`config.mk`:
```
export PLATFORM = sky130hd
export DESIGN_NAME = delay_sorted_action_queue_flat
export DESIGN_NICKNAME = d
export VERILOG_FILES = /design/src/dsaq_pkg.sv /design/src/dsaq_req_if.sv /design/src/dsaq_res_if.sv /design/src/dsaq_front.sv /design/src/dsaq_fifo.sv /design/src/dsaq_back.sv /design/src/delay_sorted_action_queue.sv /design/src/flat_wrapper.sv
export SDC_FILE = /design/constraint.sdc
export NUM_CORES = 2
export LEC_CHECK = 0
export BUFFER_PORTS_ARGS = -buffer_cell sky130_fd_sc_hd__buf_2
export CORE_MARGIN = 4
export CORE_UTILIZATION = 40
export DETAILED_ROUTE_END_ITERATION = 12
export SYNTH_ARGS = -nofsm -noshare
export SYNTH_HDL_FRONTEND = slang
export SYNTH_SLANG_ARGS = --single-unit
```
`constraint.sdc`:
```
create_clock -name clk -period 16.1 [get_ports clk]
set_input_delay 2.415 -clock clk [delete_from_list [all_inputs] [get_ports clk]]
set_output_delay 2.415 -clock clk [all_outputs]
set_load 0.05 [all_outputs]
```
`src/dsaq_pkg.sv`:
```
// Types and constants shared by the timed-entry queue modules.
package dsaq_pkg;

  localparam int ENTRIES = 16;
  localparam int IDX_W   = 4;
  localparam int PTR_W   = 5;
  localparam logic [PTR_W-1:0] NIL = PTR_W'(ENTRIES);

  localparam logic [2:0] CMD_INSERT    = 3'd0;
  localparam logic [2:0] CMD_CANCEL    = 3'd1;
  localparam logic [2:0] CMD_ADVANCE   = 3'd2;
  localparam logic [2:0] CMD_DRAIN     = 3'd3;
  localparam logic [2:0] CMD_CHECK     = 3'd4;
  localparam logic [2:0] CMD_DUR_START = 3'd5;
  localparam logic [2:0] CMD_DUR_END   = 3'd6;

  localparam logic [1:0] ST_OK       = 2'd0;
  localparam logic [1:0] ST_NO_FREE  = 2'd1;
  localparam logic [1:0] ST_NOT_FOUND = 2'd2;
  localparam logic [1:0] ST_EMPTY    = 2'd3;

  typedef logic [PTR_W-1:0] ptr_t;
  typedef logic [IDX_W-1:0] idx_t;

  typedef struct packed {
    logic [2:0]  cmd;
    logic [31:0] delay;
    logic [15:0] tag;
    idx_t        idx;
    logic [31:0] step;
  } item_t;

endpackage

```
`src/dsaq_req_if.sv`:
```
// Request channel interface of the timed-entry queue.
interface dsaq_req_if;
  import dsaq_pkg::*;
  logic        valid;
  logic        ready;
  logic [2:0]  cmd;
  logic [31:0] delay_ticks;
  logic [15:0] action_tag;
  logic [3:0]  entry_index;
  logic [31:0] step_ticks;
  logic [31:0] time_now;
  modport source (output valid, cmd, delay_ticks, action_tag, entry_index, step_ticks,
                  time_now, input ready);
  modport sink (input valid, cmd, delay_ticks, action_tag, entry_index, step_ticks,
                time_now, output ready);
endinterface

```
`src/dsaq_res_if.sv`:
```
// Result channel interface of the timed-entry queue.
interface dsaq_res_if;
  logic        valid;
  logic        ready;
  logic [1:0]  status;
  logic [3:0]  given_index;
  logic [15:0] fired_tag;
  logic        last_fired;
  logic        is_expired;
  logic [31:0] next_interval;
  modport source (output valid, status, given_index, fired_tag, last_fired, is_expired,
                  next_interval, input ready);
  modport sink (input valid, status, given_index, fired_tag, last_fired, is_expired,
                next_interval, output ready);
endinterface

```
`src/dsaq_front.sv`:
```
// Front end: accepts requests, tracks duration mode and trims insert delays.
module dsaq_front (
  input  logic            clk,
  input  logic            rst_n,
  dsaq_req_if.sink        req,
  output logic            q_valid,
  input  logic            q_ready,
  output dsaq_pkg::item_t q_item
);
  import dsaq_pkg::*;

  logic        span_mode_r, span_mode_nxt;
  logic [31:0] span_start_r, span_start_nxt;
  logic [31:0] elapsed;
  logic [31:0] eff_delay;
  logic        accept;

  assign req.ready = q_ready;
  assign q_valid   = req.valid;
  assign accept    = req.valid && q_ready;
  assign elapsed   = req.time_now - span_start_r;

  always_comb begin
    if (!span_mode_r) begin
      eff_delay = req.delay_ticks;
    end else if (req.delay_ticks > elapsed) begin
      eff_delay = req.delay_ticks - elapsed;
    end else begin
      eff_delay = '0;
    end
  end

  always_comb begin
    q_item.cmd   = req.cmd;
    q_item.delay = eff_delay;
    q_item.tag   = req.action_tag;
    q_item.idx   = req.entry_index;
    q_item.step  = req.step_ticks;
  end

  always_comb begin
    span_mode_nxt  = span_mode_r;
    span_start_nxt = span_start_r;
    if (accept) begin
      case (req.cmd)
        CMD_DUR_START: begin
          span_mode_nxt  = 1'b1;
          span_start_nxt = req.time_now;
        end
        CMD_DUR_END: begin
          span_mode_nxt = 1'b0;
        end
        default: begin
          span_mode_nxt = span_mode_r;
        end
      endcase
    end
  end

  always_ff @(posedge clk) begin
    if (!rst_n) begin
      span_mode_r  <= 1'b0;
      span_start_r <= '0;
    end else begin
      span_mode_r  <= span_mode_nxt;
      span_start_r <= span_start_nxt;
    end
  end

endmodule

```
`src/dsaq_fifo.sv`:
```
// Short request queue between the front end and the list sequencer.
module dsaq_fifo #(
  parameter int DEPTH = 2
) (
  input  logic            clk,
  input  logic            rst_n,
  input  logic            push_valid,
  output logic            push_ready,
  input  dsaq_pkg::item_t push_item,
  output logic            pop_valid,
  input  logic            pop_ready,
  output dsaq_pkg::item_t pop_item
);
  import dsaq_pkg::*;

  localparam int AW = (DEPTH > 1) ? $clog2(DEPTH) : 1;
  localparam int CW = $clog2(DEPTH + 1);

  item_t           mem_r [DEPTH];
  logic [AW-1:0]   wr_ptr_r, wr_ptr_nxt;
  logic [AW-1:0]   rd_ptr_r, rd_ptr_nxt;
  logic [CW-1:0]   count_r, count_nxt;
  logic            do_push, do_pop;

  assign push_ready = (count_r != CW'(DEPTH));
  assign pop_valid  = (count_r != '0);
  assign pop_item   = mem_r[rd_ptr_r];
  assign do_push    = push_valid && push_ready;
  assign do_pop     = pop_valid && pop_ready;

  always_comb begin
    wr_ptr_nxt = wr_ptr_r;
    rd_ptr_nxt = rd_ptr_r;
    count_nxt  = count_r;
    if (do_push) begin
      wr_ptr_nxt = (wr_ptr_r == AW'(DEPTH - 1)) ? '0 : wr_ptr_r + 1'b1;
    end
    if (do_pop) begin
      rd_ptr_nxt = (rd_ptr_r == AW'(DEPTH - 1)) ? '0 : rd_ptr_r + 1'b1;
    end
    if (do_push && !do_pop) begin
      count_nxt = count_r + 1'b1;
    end else if (do_pop && !do_push) begin
      count_nxt = count_r - 1'b1;
    end
  end

  always_ff @(posedge clk) begin
    if (do_push) begin
      mem_r[wr_ptr_r] <= push_item;
    end
  end

  always_ff @(posedge clk) begin
    if (!rst_n) begin
      wr_ptr_r <= '0;
      rd_ptr_r <= '0;
      count_r  <= '0;
    end else begin
      wr_ptr_r <= wr_ptr_nxt;
      rd_ptr_r <= rd_ptr_nxt;
      count_r  <= count_nxt;
    end
  end

endmodule

```
`src/dsaq_back.sv`:
```
// Back end: walks the free, ready and sleeping lists and registers results.
module dsaq_back (
  input  logic            clk,
  input  logic            rst_n,
  input  logic            q_valid,
  output logic            q_ready,
  input  dsaq_pkg::item_t q_item,
  dsaq_res_if.source      res
);
  import dsaq_pkg::*;

  localparam logic [3:0] S_IDLE = 4'd0;
  localparam logic [3:0] S_INS  = 4'd1;
  localparam logic [3:0] S_APPT = 4'd2;
  localparam logic [3:0] S_SRCH = 4'd3;
  localparam logic [3:0] S_LNKP = 4'd4;
  localparam logic [3:0] S_WALK = 4'd5;
  localparam logic [3:0] S_FREE = 4'd6;
  localparam logic [3:0] S_DEC  = 4'd7;
  localparam logic [3:0] S_EXP  = 4'd8;
  localparam logic [3:0] S_DRN  = 4'd9;
  localparam logic [3:0] S_EMIT = 4'd10;

  ptr_t        link_r [ENTRIES];
  logic [31:0] dly_r  [ENTRIES];
  logic [15:0] tag_r  [ENTRIES];

  logic [3:0]  state_r, state_nxt;
  item_t       it_r, it_nxt;
  ptr_t        free_head_r, free_head_nxt;
  ptr_t        ready_head_r, ready_head_nxt;
  ptr_t        ready_tail_r, ready_tail_nxt;
  ptr_t        sleep_head_r, sleep_head_nxt;
  ptr_t        cur_r, cur_nxt;
  ptr_t        prev_r, prev_nxt;
  idx_t        tmp_r, tmp_nxt;
  idx_t        oidx_r, oidx_nxt;
  logic        in_sleep_r, in_sleep_nxt;
  logic [1:0]  st_r, st_nxt;
  logic        exp_r, exp_nxt;

  logic        out_valid_r;
  logic [1:0]  out_status_r;
  idx_t        out_index_r;
  logic [15:0] out_tag_r;
  logic        out_last_r;
  logic        out_exp_r;
  logic [31:0] out_next_r;

  logic        o_load;
  logic [1:0]  o_status;
  idx_t        o_index;
  logic [15:0] o_tag;
  logic        o_last;
  logic        o_exp;
  logic        slot_free;

  idx_t        la, da, ta;
  ptr_t        lrd;
  logic [31:0] drd;
  logic [15:0] trd;
  logic [31:0] next_int;

  logic        lw_en, dw_en, tw_en;
  idx_t        lw_a, dw_a;
  ptr_t        lw_d;
  logic [31:0] dw_d;

  assign lrd       = link_r[la];
  assign drd       = dly_r[da];
  assign trd       = tag_r[ta];
  assign next_int  = sleep_head_r[PTR_W-1] ? '1 : drd;
  assign slot_free = !out_valid_r || res.ready;
  assign q_ready   = (state_r == S_IDLE);

  assign res.valid         = out_valid_r;
  assign res.status        = out_status_r;
  assign res.given_index   = out_index_r;
  assign res.fired_tag     = out_tag_r;
  assign res.last_fired    = out_last_r;
  assign res.is_expired    = out_exp_r;
  assign res.next_interval = out_next_r;

  always_comb begin
    state_nxt      = state_r;
    it_nxt         = it_r;
    free_head_nxt  = free_head_r;
    ready_head_nxt = ready_head_r;
    ready_tail_nxt = ready_tail_r;
    sleep_head_nxt = sleep_head_r;
    cur_nxt        = cur_r;
    prev_nxt       = prev_r;
    tmp_nxt        = tmp_r;
    oidx_nxt       = oidx_r;
    in_sleep_nxt   = in_sleep_r;
    st_nxt         = st_r;
    exp_nxt        = exp_r;
    la             = cur_r[IDX_W-1:0];
    da             = cur_r[IDX_W-1:0];
    ta             = ready_head_r[IDX_W-1:0];
    lw_en          = 1'b0;
    lw_a           = '0;
    lw_d           = NIL;
    dw_en          = 1'b0;
    dw_a           = '0;
    dw_d           = '0;
    tw_en          = 1'b0;
    o_load         = 1'b0;
    o_status       = st_r;
    o_index        = oidx_r;
    o_tag          = '0;
    o_last         = 1'b1;
    o_exp          = exp_r;
    case (state_r)
      S_IDLE: begin
        if (q_valid) begin
          it_nxt       = q_item;
          st_nxt       = ST_OK;
          exp_nxt      = 1'b0;
          oidx_nxt     = '0;
          prev_nxt     = NIL;
          in_sleep_nxt = 1'b0;
          case (q_item.cmd)
            CMD_INSERT: begin
              if (free_head_r[PTR_W-1]) begin
                st_nxt    = ST_NO_FREE;
                state_nxt = S_EMIT;
              end else begin
                state_nxt = S_INS;
              end
            end
            CMD_CANCEL: begin
              cur_nxt   = ready_head_r;
              state_nxt = S_WALK;
            end
            CMD_ADVANCE, CMD_CHECK: begin
              if (q_item.step == '0) begin
                cur_nxt   = ready_head_r;
                state_nxt = (q_item.cmd == CMD_CHECK) ? S_WALK : S_EMIT;
              end else begin
                cur_nxt   = sleep_head_r;
                state_nxt = S_DEC;
              end
            end
            CMD_DRAIN: begin
              if (ready_head_r[PTR_W-1]) begin
                st_nxt    = ST_EMPTY;
                state_nxt = S_EMIT;
              end else begin
                state_nxt = S_DRN;
              end
            end
            default: begin
              state_nxt = S_EMIT;
            end
          endcase
        end
      end
      S_INS: begin
        la            = free_head_r[IDX_W-1:0];
        free_head_nxt = lrd;
        oidx_nxt      = free_head_r[IDX_W-1:0];
        tw_en         = 1'b1;
        dw_en         = 1'b1;
        dw_a          = free_head_r[IDX_W-1:0];
        dw_d          = it_r.delay;
        if (it_r.delay == '0) begin
          lw_en = 1'b1;
          lw_a  = free_head_r[IDX_W-1:0];
          lw_d  = NIL;
          if (ready_tail_r[PTR_W-1]) begin
            ready_head_nxt = free_head_r;
            ready_tail_nxt = free_head_r;
            state_nxt      = S_EMIT;
          end else begin
            tmp_nxt   = free_head_r[IDX_W-1:0];
            state_nxt = S_APPT;
          end
        end else begin
          cur_nxt   = sleep_head_r;
          prev_nxt  = NIL;
          state_nxt = S_SRCH;
        end
      end
      S_APPT: begin
        lw_en          = 1'b1;
        lw_a           = ready_tail_r[IDX_W-1:0];
        lw_d           = {1'b0, tmp_r};
        ready_tail_nxt = {1'b0, tmp_r};
        state_nxt      = (it_r.cmd == CMD_INSERT) ? S_EMIT : S_EXP;
      end
      S_SRCH: begin
        if (cur_r[PTR_W-1] || drd > it_r.delay) begin
          lw_en = 1'b1;
          lw_a  = oidx_r;
          lw_d  = cur_r;
          if (prev_r[PTR_W-1]) begin
            sleep_head_nxt = {1'b0, oidx_r};
            state_nxt      = S_EMIT;
          end else begin
            state_nxt = S_LNKP;
          end
        end else begin
          prev_nxt = cur_r;
          cur_nxt  = lrd;
        end
      end
      S_LNKP: begin
        lw_en     = 1'b1;
        lw_a      = prev_r[IDX_W-1:0];
        lw_d      = {1'b0, oidx_r};
        state_nxt = S_EMIT;
      end
      S_DEC: begin
        if (cur_r[PTR_W-1]) begin
          state_nxt = S_EXP;
        end else begin
          dw_en   = 1'b1;
          dw_a    = cur_r[IDX_W-1:0];
          dw_d    = (drd > it_r.step) ? drd - it_r.step : '0;
          cur_nxt = lrd;
        end
      end
      S_EXP: begin
        la = sleep_head_r[IDX_W-1:0];
        da = sleep_head_r[IDX_W-1:0];
        if (!sleep_head_r[PTR_W-1] && drd == '0) begin
          sleep_head_nxt = lrd;
          lw_en          = 1'b1;
          lw_a           = sleep_head_r[IDX_W-1:0];
          lw_d           = NIL;
          if (ready_tail_r[PTR_W-1]) begin
            ready_head_nxt = sleep_head_r;
            ready_tail_nxt = sleep_head_r;
          end else begin
            tmp_nxt   = sleep_head_r[IDX_W-1:0];
            state_nxt = S_APPT;
          end
        end else if (it_r.cmd == CMD_CHECK) begin
          cur_nxt      = ready_head_r;
          prev_nxt     = NIL;
          in_sleep_nxt = 1'b0;
          state_nxt    = S_WALK;
        end else begin
          state_nxt = S_EMIT;
        end
      end
      S_WALK: begin
        if (cur_r[PTR_W-1]) begin
          if (!in_sleep_r) begin
            in_sleep_nxt = 1'b1;
            cur_nxt      = sleep_head_r;
            prev_nxt     = NIL;
          end else begin
            st_nxt    = ST_NOT_FOUND;
            exp_nxt   = (it_r.cmd == CMD_CHECK);
            state_nxt = S_EMIT;
          end
        end else if (cur_r[IDX_W-1:0] == it_r.idx) begin
          if (in_sleep_r && it_r.cmd == CMD_CHECK) begin
            st_nxt    = ST_OK;
            exp_nxt   = 1'b0;
            state_nxt = S_EMIT;
          end else begin
            if (prev_r[PTR_W-1]) begin
              if (in_sleep_r) begin
                sleep_head_nxt = lrd;
              end else begin
                ready_head_nxt = lrd;
              end
            end else begin
              lw_en = 1'b1;
              lw_a  = prev_r[IDX_W-1:0];
              lw_d  = lrd;
            end
            if (!in_sleep_r && ready_tail_r == cur_r) begin
              ready_tail_nxt = prev_r;
            end
            exp_nxt   = (it_r.cmd == CMD_CHECK);
            state_nxt = S_FREE;
          end
        end else begin
          prev_nxt = cur_r;
          cur_nxt  = lrd;
        end
      end
      S_FREE: begin
        lw_en         = 1'b1;
        lw_a          = it_r.idx;
        lw_d          = free_head_r;
        free_head_nxt = {1'b0, it_r.idx};
        st_nxt        = ST_OK;
        state_nxt     = S_EMIT;
      end
      S_DRN: begin
        la = ready_head_r[IDX_W-1:0];
        ta = ready_head_r[IDX_W-1:0];
        da = sleep_head_r[IDX_W-1:0];
        if (slot_free) begin
          o_load         = 1'b1;
          o_status       = ST_OK;
          o_index        = ready_head_r[IDX_W-1:0];
          o_tag          = trd;
          o_last         = lrd[PTR_W-1];
          o_exp          = 1'b0;
          lw_en          = 1'b1;
          lw_a           = ready_head_r[IDX_W-1:0];
          lw_d           = free_head_r;
          free_head_nxt  = ready_head_r;
          ready_head_nxt = lrd;
          if (lrd[PTR_W-1]) begin
            ready_tail_nxt = NIL;
            state_nxt      = S_IDLE;
          end
        end
      end
      S_EMIT: begin
        da = sleep_head_r[IDX_W-1:0];
        if (slot_free) begin
          o_load    = 1'b1;
          state_nxt = S_IDLE;
        end
      end
      default: begin
        state_nxt = S_IDLE;
      end
    endcase
  end

  always_ff @(posedge clk) begin
    if (!rst_n) begin
      for (int i = 0; i < ENTRIES; i++) begin
        link_r[i] <= PTR_W'(i + 1);
        dly_r[i]  <= '0;
      end
    end else begin
      if (lw_en) begin
        link_r[lw_a] <= lw_d;
      end
      if (dw_en) begin
        dly_r[dw_a] <= dw_d;
      end
    end
  end

  always_ff @(posedge clk) begin
    if (tw_en) begin
      tag_r[free_head_r[IDX_W-1:0]] <= it_r.tag;
    end
  end

  always_ff @(posedge clk) begin
    it_r   <= it_nxt;
    cur_r  <= cur_nxt;
    prev_r <= prev_nxt;
    tmp_r  <= tmp_nxt;
    oidx_r <= oidx_nxt;
    st_r   <= st_nxt;
    exp_r  <= exp_nxt;
    if (o_load) begin
      out_status_r <= o_status;
      out_index_r  <= o_index;
      out_tag_r    <= o_tag;
      out_last_r   <= o_last;
      out_exp_r    <= o_exp;
      out_next_r   <= next_int;
    end
  end

  always_ff @(posedge clk) begin
    if (!rst_n) begin
      state_r      <= S_IDLE;
      free_head_r  <= '0;
      ready_head_r <= NIL;
      ready_tail_r <= NIL;
      sleep_head_r <= NIL;
      in_sleep_r   <= 1'b0;
      out_valid_r  <= 1'b0;
    end else begin
      state_r      <= state_nxt;
      free_head_r  <= free_head_nxt;
      ready_head_r <= ready_head_nxt;
      ready_tail_r <= ready_tail_nxt;
      sleep_head_r <= sleep_head_nxt;
      in_sleep_r   <= in_sleep_nxt;
      if (o_load) begin
        out_valid_r <= 1'b1;
      end else if (res.ready) begin
        out_valid_r <= 1'b0;
      end
    end
  end

endmodule

```
`src/delay_sorted_action_queue.sv`:
```
// Top level of the sorted timed-entry queue.
// A pool of sixteen timed entries is kept in free, ready and sleeping linked lists. Requests
// pass through a short queue to a list sequencer that visits one entry per clock cycle, since
// each list store has a single read port; a drain waits while the result register is held.
// Drain gives one result per ready entry, duration and plain commands a single result. Insert
// walks past the sleeping entries whose delay is not larger; cancel and check walk the ready
// and then the sleeping list; advance and a check with a nonzero step pass every sleeping
// entry and then move each expired entry to the ready list. The worst case is a check with a
// nonzero step that expires every entry. Results wait in an output register while new requests
// are still taken into the queue.
module delay_sorted_action_queue #(
  parameter int QUEUE_DEPTH = 2
) (
  input  logic       clk,
  input  logic       rst_n,
  dsaq_req_if.sink   in_req,
  dsaq_res_if.source out_res
);
  import dsaq_pkg::*;

  logic  f_valid, f_ready, b_valid, b_ready;
  item_t f_item, b_item;

  dsaq_front u_front (
    .clk     (clk),
    .rst_n   (rst_n),
    .req     (in_req),
    .q_valid (f_valid),
    .q_ready (f_ready),
    .q_item  (f_item)
  );

  dsaq_fifo #(.DEPTH(QUEUE_DEPTH)) u_fifo (
    .clk        (clk),
    .rst_n      (rst_n),
    .push_valid (f_valid),
    .push_ready (f_ready),
    .push_item  (f_item),
    .pop_valid  (b_valid),
    .pop_ready  (b_ready),
    .pop_item   (b_item)
  );

  dsaq_back u_back (
    .clk     (clk),
    .rst_n   (rst_n),
    .q_valid (b_valid),
    .q_ready (b_ready),
    .q_item  (b_item),
    .res     (out_res)
  );

endmodule

```
`src/flat_wrapper.sv`:
```
// flat-port wrapper written by rule: the top's interface ports become plain ports
module delay_sorted_action_queue_flat import dsaq_pkg::*;
#(
  parameter int QUEUE_DEPTH = 2
)
  (clk, rst_n, in_req_valid, in_req_cmd, in_req_delay_ticks, in_req_action_tag, in_req_entry_index, in_req_step_ticks, in_req_time_now, in_req_ready, out_res_valid, out_res_status, out_res_given_index, out_res_fired_tag, out_res_last_fired, out_res_is_expired, out_res_next_interval, out_res_ready);
  dsaq_req_if in_req_i ();
  dsaq_res_if out_res_i ();
  input  logic clk;
  input  logic rst_n;
  input wire logic [$bits(in_req_i.valid)-1:0] in_req_valid;
  input wire logic [$bits(in_req_i.cmd)-1:0] in_req_cmd;
  input wire logic [$bits(in_req_i.delay_ticks)-1:0] in_req_delay_ticks;
  input wire logic [$bits(in_req_i.action_tag)-1:0] in_req_action_tag;
  input wire logic [$bits(in_req_i.entry_index)-1:0] in_req_entry_index;
  input wire logic [$bits(in_req_i.step_ticks)-1:0] in_req_step_ticks;
  input wire logic [$bits(in_req_i.time_now)-1:0] in_req_time_now;
  output wire logic [$bits(in_req_i.ready)-1:0] in_req_ready;
  output wire logic [$bits(out_res_i.valid)-1:0] out_res_valid;
  output wire logic [$bits(out_res_i.status)-1:0] out_res_status;
  output wire logic [$bits(out_res_i.given_index)-1:0] out_res_given_index;
  output wire logic [$bits(out_res_i.fired_tag)-1:0] out_res_fired_tag;
  output wire logic [$bits(out_res_i.last_fired)-1:0] out_res_last_fired;
  output wire logic [$bits(out_res_i.is_expired)-1:0] out_res_is_expired;
  output wire logic [$bits(out_res_i.next_interval)-1:0] out_res_next_interval;
  input wire logic [$bits(out_res_i.ready)-1:0] out_res_ready;
  assign in_req_i.valid = in_req_valid;
  assign in_req_i.cmd = in_req_cmd;
  assign in_req_i.delay_ticks = in_req_delay_ticks;
  assign in_req_i.action_tag = in_req_action_tag;
  assign in_req_i.entry_index = in_req_entry_index;
  assign in_req_i.step_ticks = in_req_step_ticks;
  assign in_req_i.time_now = in_req_time_now;
  assign in_req_ready = in_req_i.ready;
  assign out_res_valid = out_res_i.valid;
  assign out_res_status = out_res_i.status;
  assign out_res_given_index = out_res_i.given_index;
  assign out_res_fired_tag = out_res_i.fired_tag;
  assign out_res_last_fired = out_res_i.last_fired;
  assign out_res_is_expired = out_res_i.is_expired;
  assign out_res_next_interval = out_res_i.next_interval;
  assign out_res_i.ready = out_res_ready;
  delay_sorted_action_queue #(.QUEUE_DEPTH(QUEUE_DEPTH)) u_core (.clk(clk), .rst_n(rst_n), .in_req(in_req_i), .out_res(out_res_i));
endmodule
```
After elaboration in Yosys (flattened, before gate mapping)
Memories as Yosys holds them, arrays and structs flattened. A register that Yosys moved wholly into a read port is not among the register bits.
Index checks and enable logic that the tools add are counted.
{ "classes": {"addsub": 7, "order_cmp": 3, "eq_ne": 53, "n_mux": 173, "reduce_logical": 61} }
{ "ops": {"columns": ["cell", "n"], "rows": [
  ["5-bit two-way mux", 54],
  ["32-bit two-way mux", 5],
  ["4-bit two-way mux", 38],
  ["32-bit > comparator", 3],
  ["32-bit zero test", 3],
  ["32-bit subtractor", 3],
  ["32-bit one-hot mux with 2 select lines", 1],
  ["5-bit one-hot mux with 6 select lines", 2],
  ["2-bit != test, second input constant", 27],
  ["5-bit one-hot mux with 5 select lines", 2],
  ["1-bit two-way mux", 41],
  ["4-bit one-hot mux with 10 select lines", 1],
  ["4-bit one-hot mux with 8 select lines", 1],
  ["32-bit OR reduction", 1],
  ["5-bit one-hot mux with 3 select lines", 2],
  ["9-bit AND reduction", 3],
  ["2-bit two-way mux", 12],
  ["4-bit one-hot mux with 2 select lines", 3],
  ["11-bit AND reduction", 2],
  ["3-bit != test, second input constant", 7],
  ["5-bit one-hot mux with 4 select lines", 1],
  ["4-bit by 3-bit equality test with 1-bit output, second input constant", 4],
  ["4-bit one-hot mux with 4 select lines", 1],
  ["5-bit AND reduction", 3],
  ["other kinds (36)", 77]
]} }
{ "word_totals": {"reg_bits": 211, "ramBits": 1022, "inputBits": 123, "output_inout_bits": 58, "word_cells": 331, "mem_count": 4} }
{ "mem_list": {"columns": ["memory", "depth", "word_bits", "read_ports", "rd_clocked_by_memory_dff", "wr", "line", "text"], "rows": [
  ["u_core.u_back.dly_r", 16, 32, 1, 0, 16, "dsaq_back.sv:25", "logic [31:0] dly_r [ENTRIES];"],
  ["u_core.u_back.tag_r", 16, 16, 1, 1, 1, "dsaq_back.sv:26", "logic [15:0] tag_r [ENTRIES];"],
  ["u_core.u_fifo.mem_r", 2, 87, 1, 1, 1, "dsaq_fifo.sv:19", "item_t mem_r [DEPTH];"],
  ["u_core.u_back.link_r", 16, 5, 1, 0, 16, "dsaq_back.sv:24", "ptr_t link_r [ENTRIES];"]
]} }

Depth between registers and ports, before layout
An unclocked memory read counts as a cell.
{ "logic_depth": {"word_depth": 13, "ltp_mapped": 28, "ltp_nobuf": 26} }

By module
Synthesis repeated with hierarchy kept, for this count alone.
{ "hier_totals": {"cells_unflattened": 5098, "area_unflattened_um2": 61605.3} }
{ "by_module_without_submodules": {"columns": ["mod", "instances", "cells_per_inst", "area_each_um2", "seq_area_each_um2"], "rows": [
  ["dsaq_back", 1, 3986, 49258.5, 30909.6],
  ["dsaq_fifo", 1, 295, 6641.4, 5325.1],
  ["dsaq_front", 1, 817, 5705.5, 660.6]
]} }

Least setup slack after synthesis
No wires, ideal clock.
{ "synth_path": {"path_kind": "input-to-reg", "from": "input port in_req_time_now[0]", "to": "memory u_core.u_fifo.mem_r[0][80] in the netlist's numbering (data pin)", "setup_ps": 193, "arrival_ps": 7120, "required_time_ps": 15907, "setup_slack_ps": 8788, "stages": 26, "n_path_buf": 1, "path_cell_list": "inv_1 -> ha_1 -> inv_1 -> fa_1 -> a21o_1 -> a21oi_1 -> nor2b_1 -> o21a_1 -> o311ai_0 -> nand3_1 -> a21boi_0 -> o21bai_1 -> a21oi_1 -> o21bai_1 -> a21oi_1 -> xor2_1 -> ha_1 -> nand4_1 -> nor2_1 -> nand2_1 -> or3_1 -> or3_1 -> nand3_1 -> o211ai_1 -> clkbuf_1 -> o32ai_1"} }
{ "synth_rtl": {"columns": ["element", "line", "text"], "rows": [
  ["start, declared", "flat_wrapper.sv:17", "input wire logic [$bits(in_req_i.time_now)-1:0] in_req_time_now;"],
  ["end, declared", "dsaq_fifo.sv:19", null]
]} }

==> results.toml <==
[outcome]
status = "finished, final reports clean"

[cts]
clockBufferDepth = 3
cts_buffers = 138
cts_tree = "done"
clock_latency_ps = 800
root_buffer = "clkbuf_16"
cts_sinks = 1250
clkTransAtPathRegs_ps = 60
cts_repair_resize_count = 0
cts-hold-fix-buffers = 0
cts_setup_buffers = 0
htree_levels = 4

[route]
viasPerCell = 5.95
drt_iter0_markers = 5856
routedWlPerCell_um = 25.3
vias = 49800
wl_um = 211000
drt-pass1-iter-count = 6
drc = 0
drtAntennaViolNets = 0

[logic_synthesis]
synthMuxAreaShare_pct = 5.59
yosysWarningCount = 0
ys_seq_area_share_pct = 55.9
synth_edf_count = 1186
synth_top_area_share_pct = 54.0
yosys-top-cells-area = "edfxtp_1 (54%), nand2b_1 (4.8%), nand2_1 (4.0%), nor2_1 (3.9%), a211oi_1 (2.8%)"
synth_top_family_by_area = "simple AND/OR/NAND/NOR gates"
ys.flop_type = "edfxtp_1"
async_flop_share_pct = 0
synth_fa_ha_area_share_pct = 2.52
synth_xor_area_share_pct = 1.21
yosys.area_share.simple_pct = 16.3
synth_fp_nets = 6312
synth_cell_types = 83
syn_area_um2 = 66000
syn_inst = 6058
yosys.area.top_type = "edfxtp_1"
ys_seq_elements = 1250
syn-mean-instance-area_um2 = 10.9
synth_compound_area_share_pct = 14.4

[cells_and_area]
drive_gt1_share_pct = 13.6
final_area_um2 = 73700
nFillCells = 15100
final_cells = 8362
layout_common_cells = "edfxtp_1 (1,186), nor2_1 (686), nand2_1 (668), nand2b_1 (505), a21oi_1 (257)"
fin_nets = 6319
area_growth_pct = 11.7
layout.area.seq_um2 = 36900
layout_commonest_cell = "edfxtp_1"
multi_input_area_um2 = 26700

[die]
placementRows = 148
initial_core_util_pct = 40.4
core_um2 = 163000
die_w_um = 414
dieHeight_um = 414
die-area_um2 = 172000
io_pins = 181

[power_and_ir_drop]
cellPowerDensity_nw_per_um2 = 178
p_leak_nw = 24.9
total_power_mw = 13.1
vdd_drop_max_v = 0.000136

[setup_path]
reg2reg_depth = 21
cp_slowest_stage_delay_ps = 900
cp.required_ps = 16550
critical_path_class = "register to register"
cp.depth = 21
cp_top_family = "simple AND/OR/NAND/NOR gates"
path_max_fanout = 126
worstPathCellList = "nand2b_4 -> buf_12 -> o21ai_4 -> buf_4 -> buf_4 -> o211ai_1 -> a21oi_1 -> or4_1 -> ha_1 -> nand3_1 -> nor3_1 -> inv_1 -> nor3_1 -> nand3_1 -> nor4_1 -> o21ba_2 -> o22ai_1 -> o31ai_2 -> or3b_1 -> or2_1 -> nand2_1"
path_buf_inv = 4
end_kind = "register"
cp_slowest_cell = "dfxtp_1"
cp.arrival_ps = 9940
worstSetupStartpointType = "register"

[sta]
finalCriticalPeriod_ps = 9490
fin_crit_sh_pct = 59.0
post-route-worst-setup-slack_ps = 6610
rsz0062_at_grt = "no"
fin_skew_ps = 38.4
hold_viol_final = 0
relSlewSlack_pct = 9.44
slew_viol_final = 0
worstMarginPinSlew_ps = 1360
fin_setup_tns_ps = 0
setup_viol = 0
fmax_mhz = 105

[placed_design]
place_ws_ps = 6780
dp_cells = 8099
routabilityCongestion = 0.912
hpwl_um = 124000
place_area_um2 = 69200
portBuffers = 180

[flow_run]
drv_cap = 0

[global_routing]
grt_usage_pct = 23.8
grt_pass1_vias = 48400
grt_first_pass_wirelength_um = 311000
gr-total-overflow = 0
grt_max_degree = 205
antenna_found_initial = 19

[min_path]
hold_path_depth = 2
min_path_type = "register to register"
layer usage:
layer / GRT usage [%] / part of all wire [%] / vias to the layer above
li1: - / - / 22300
met1: 31.8 / 40 / 24500
met2: 37.0 / 45 / 2498
met3: 5.44 / 9.8 / 511
met4: 10.6 / 4.5 / 14
met5: 0 / 0.048 / -
path summary, 6_finish.rpt:
kind / from / end / slack (ps)
setup / recovery: u_core.u_back.state_r[3] / u_core.u_back.link_r[7][0] / 6610
hold / removal: u_core.u_front.span_start_r[10] / u_core.u_front.span_start_r[10] / 460
setup reg to reg: u_core.u_back.state_r[3] / u_core.u_back.link_r[7][0] / 6610
hold reg to reg: u_core.u_front.span_start_r[10] / u_core.u_front.span_start_r[10] / 460
final cells by class:
type	count	area share, %
sequential	1250	50.1
multi-input combinational	4148	36.3
clock buffer	176	4.91
tap	2175	3.69
timing repair buffer	341	2.93
clock inverter	74	1.10
inverter	186	0.949
antenna	12	0.0408
worst min-delay path, stage by stage, from the launching register on:
cell,delay (ps)
dfxtp_1,300
nand2_1,50
a21boi_0,60
synth_stat cells, drive strengths merged (35+ instances only):
cell type	count
buf	140
mux4	79
a21boi	44
nor2b	45
dfxtp	64
mux2	102
nand3	77
a22oi	230
nor4	45
o21ai	117
ha	128
a311oi	35
xor2	42
o22ai	134
edfxtp	1186
or2	42
nor3	41
a211oi	248
nor2	693
nand2b	506
a21oi	259
nand2	698
clkbuf	334
a21o	50
o211ai	108
and3	44
xnor2	49
inv	186
mux2i	76
flip-flops by register name (all words and copies together), names as in the netlist, 16 cells and up, named ones only:
name,flops
u_core.u_back.dly_r,512
u_core.u_back.tag_r,256
u_core.u_fifo.mem_r,174
u_core.u_back.it_r,87
u_core.u_back.link_r,80
u_core.u_back.res.next_interval,32
u_core.u_front.span_start_r,32
u_core.u_back.res.fired_tag,16
cells by family (layout without fill, tap and decap cells):
logic type	after synthesis	after routing
AO/OA/AOI/OAI	1387	1387
XOR/XNOR	91	91
adder cells (fa/ha/maj)	131	131
buffers and inverters	660	777
flip-flops	1250	1250
multiplexers	257	257
other	0	12
AND/OR/NAND/NOR	2282	2282
through the flow:
stage	util (%)	hold WS, ps
floorplan	-	443
global placement	42.4	452
detailed placement	42.4	458
CTS	45.1	466
global route	45.1	480
finish	45.1	461
where the power goes:
part | internal [mW] | switching [mW] | total (mW) | leakage [nW]
combinational | 1.99 | 3.68 | 5.66 | 10.9
clock | 1.76 | 1.36 | 3.11 | 2.14
sequential | 4.02 | 0.290 | 4.31 | 11.9
No activity file was read; power rests on OpenSTA's default activity.
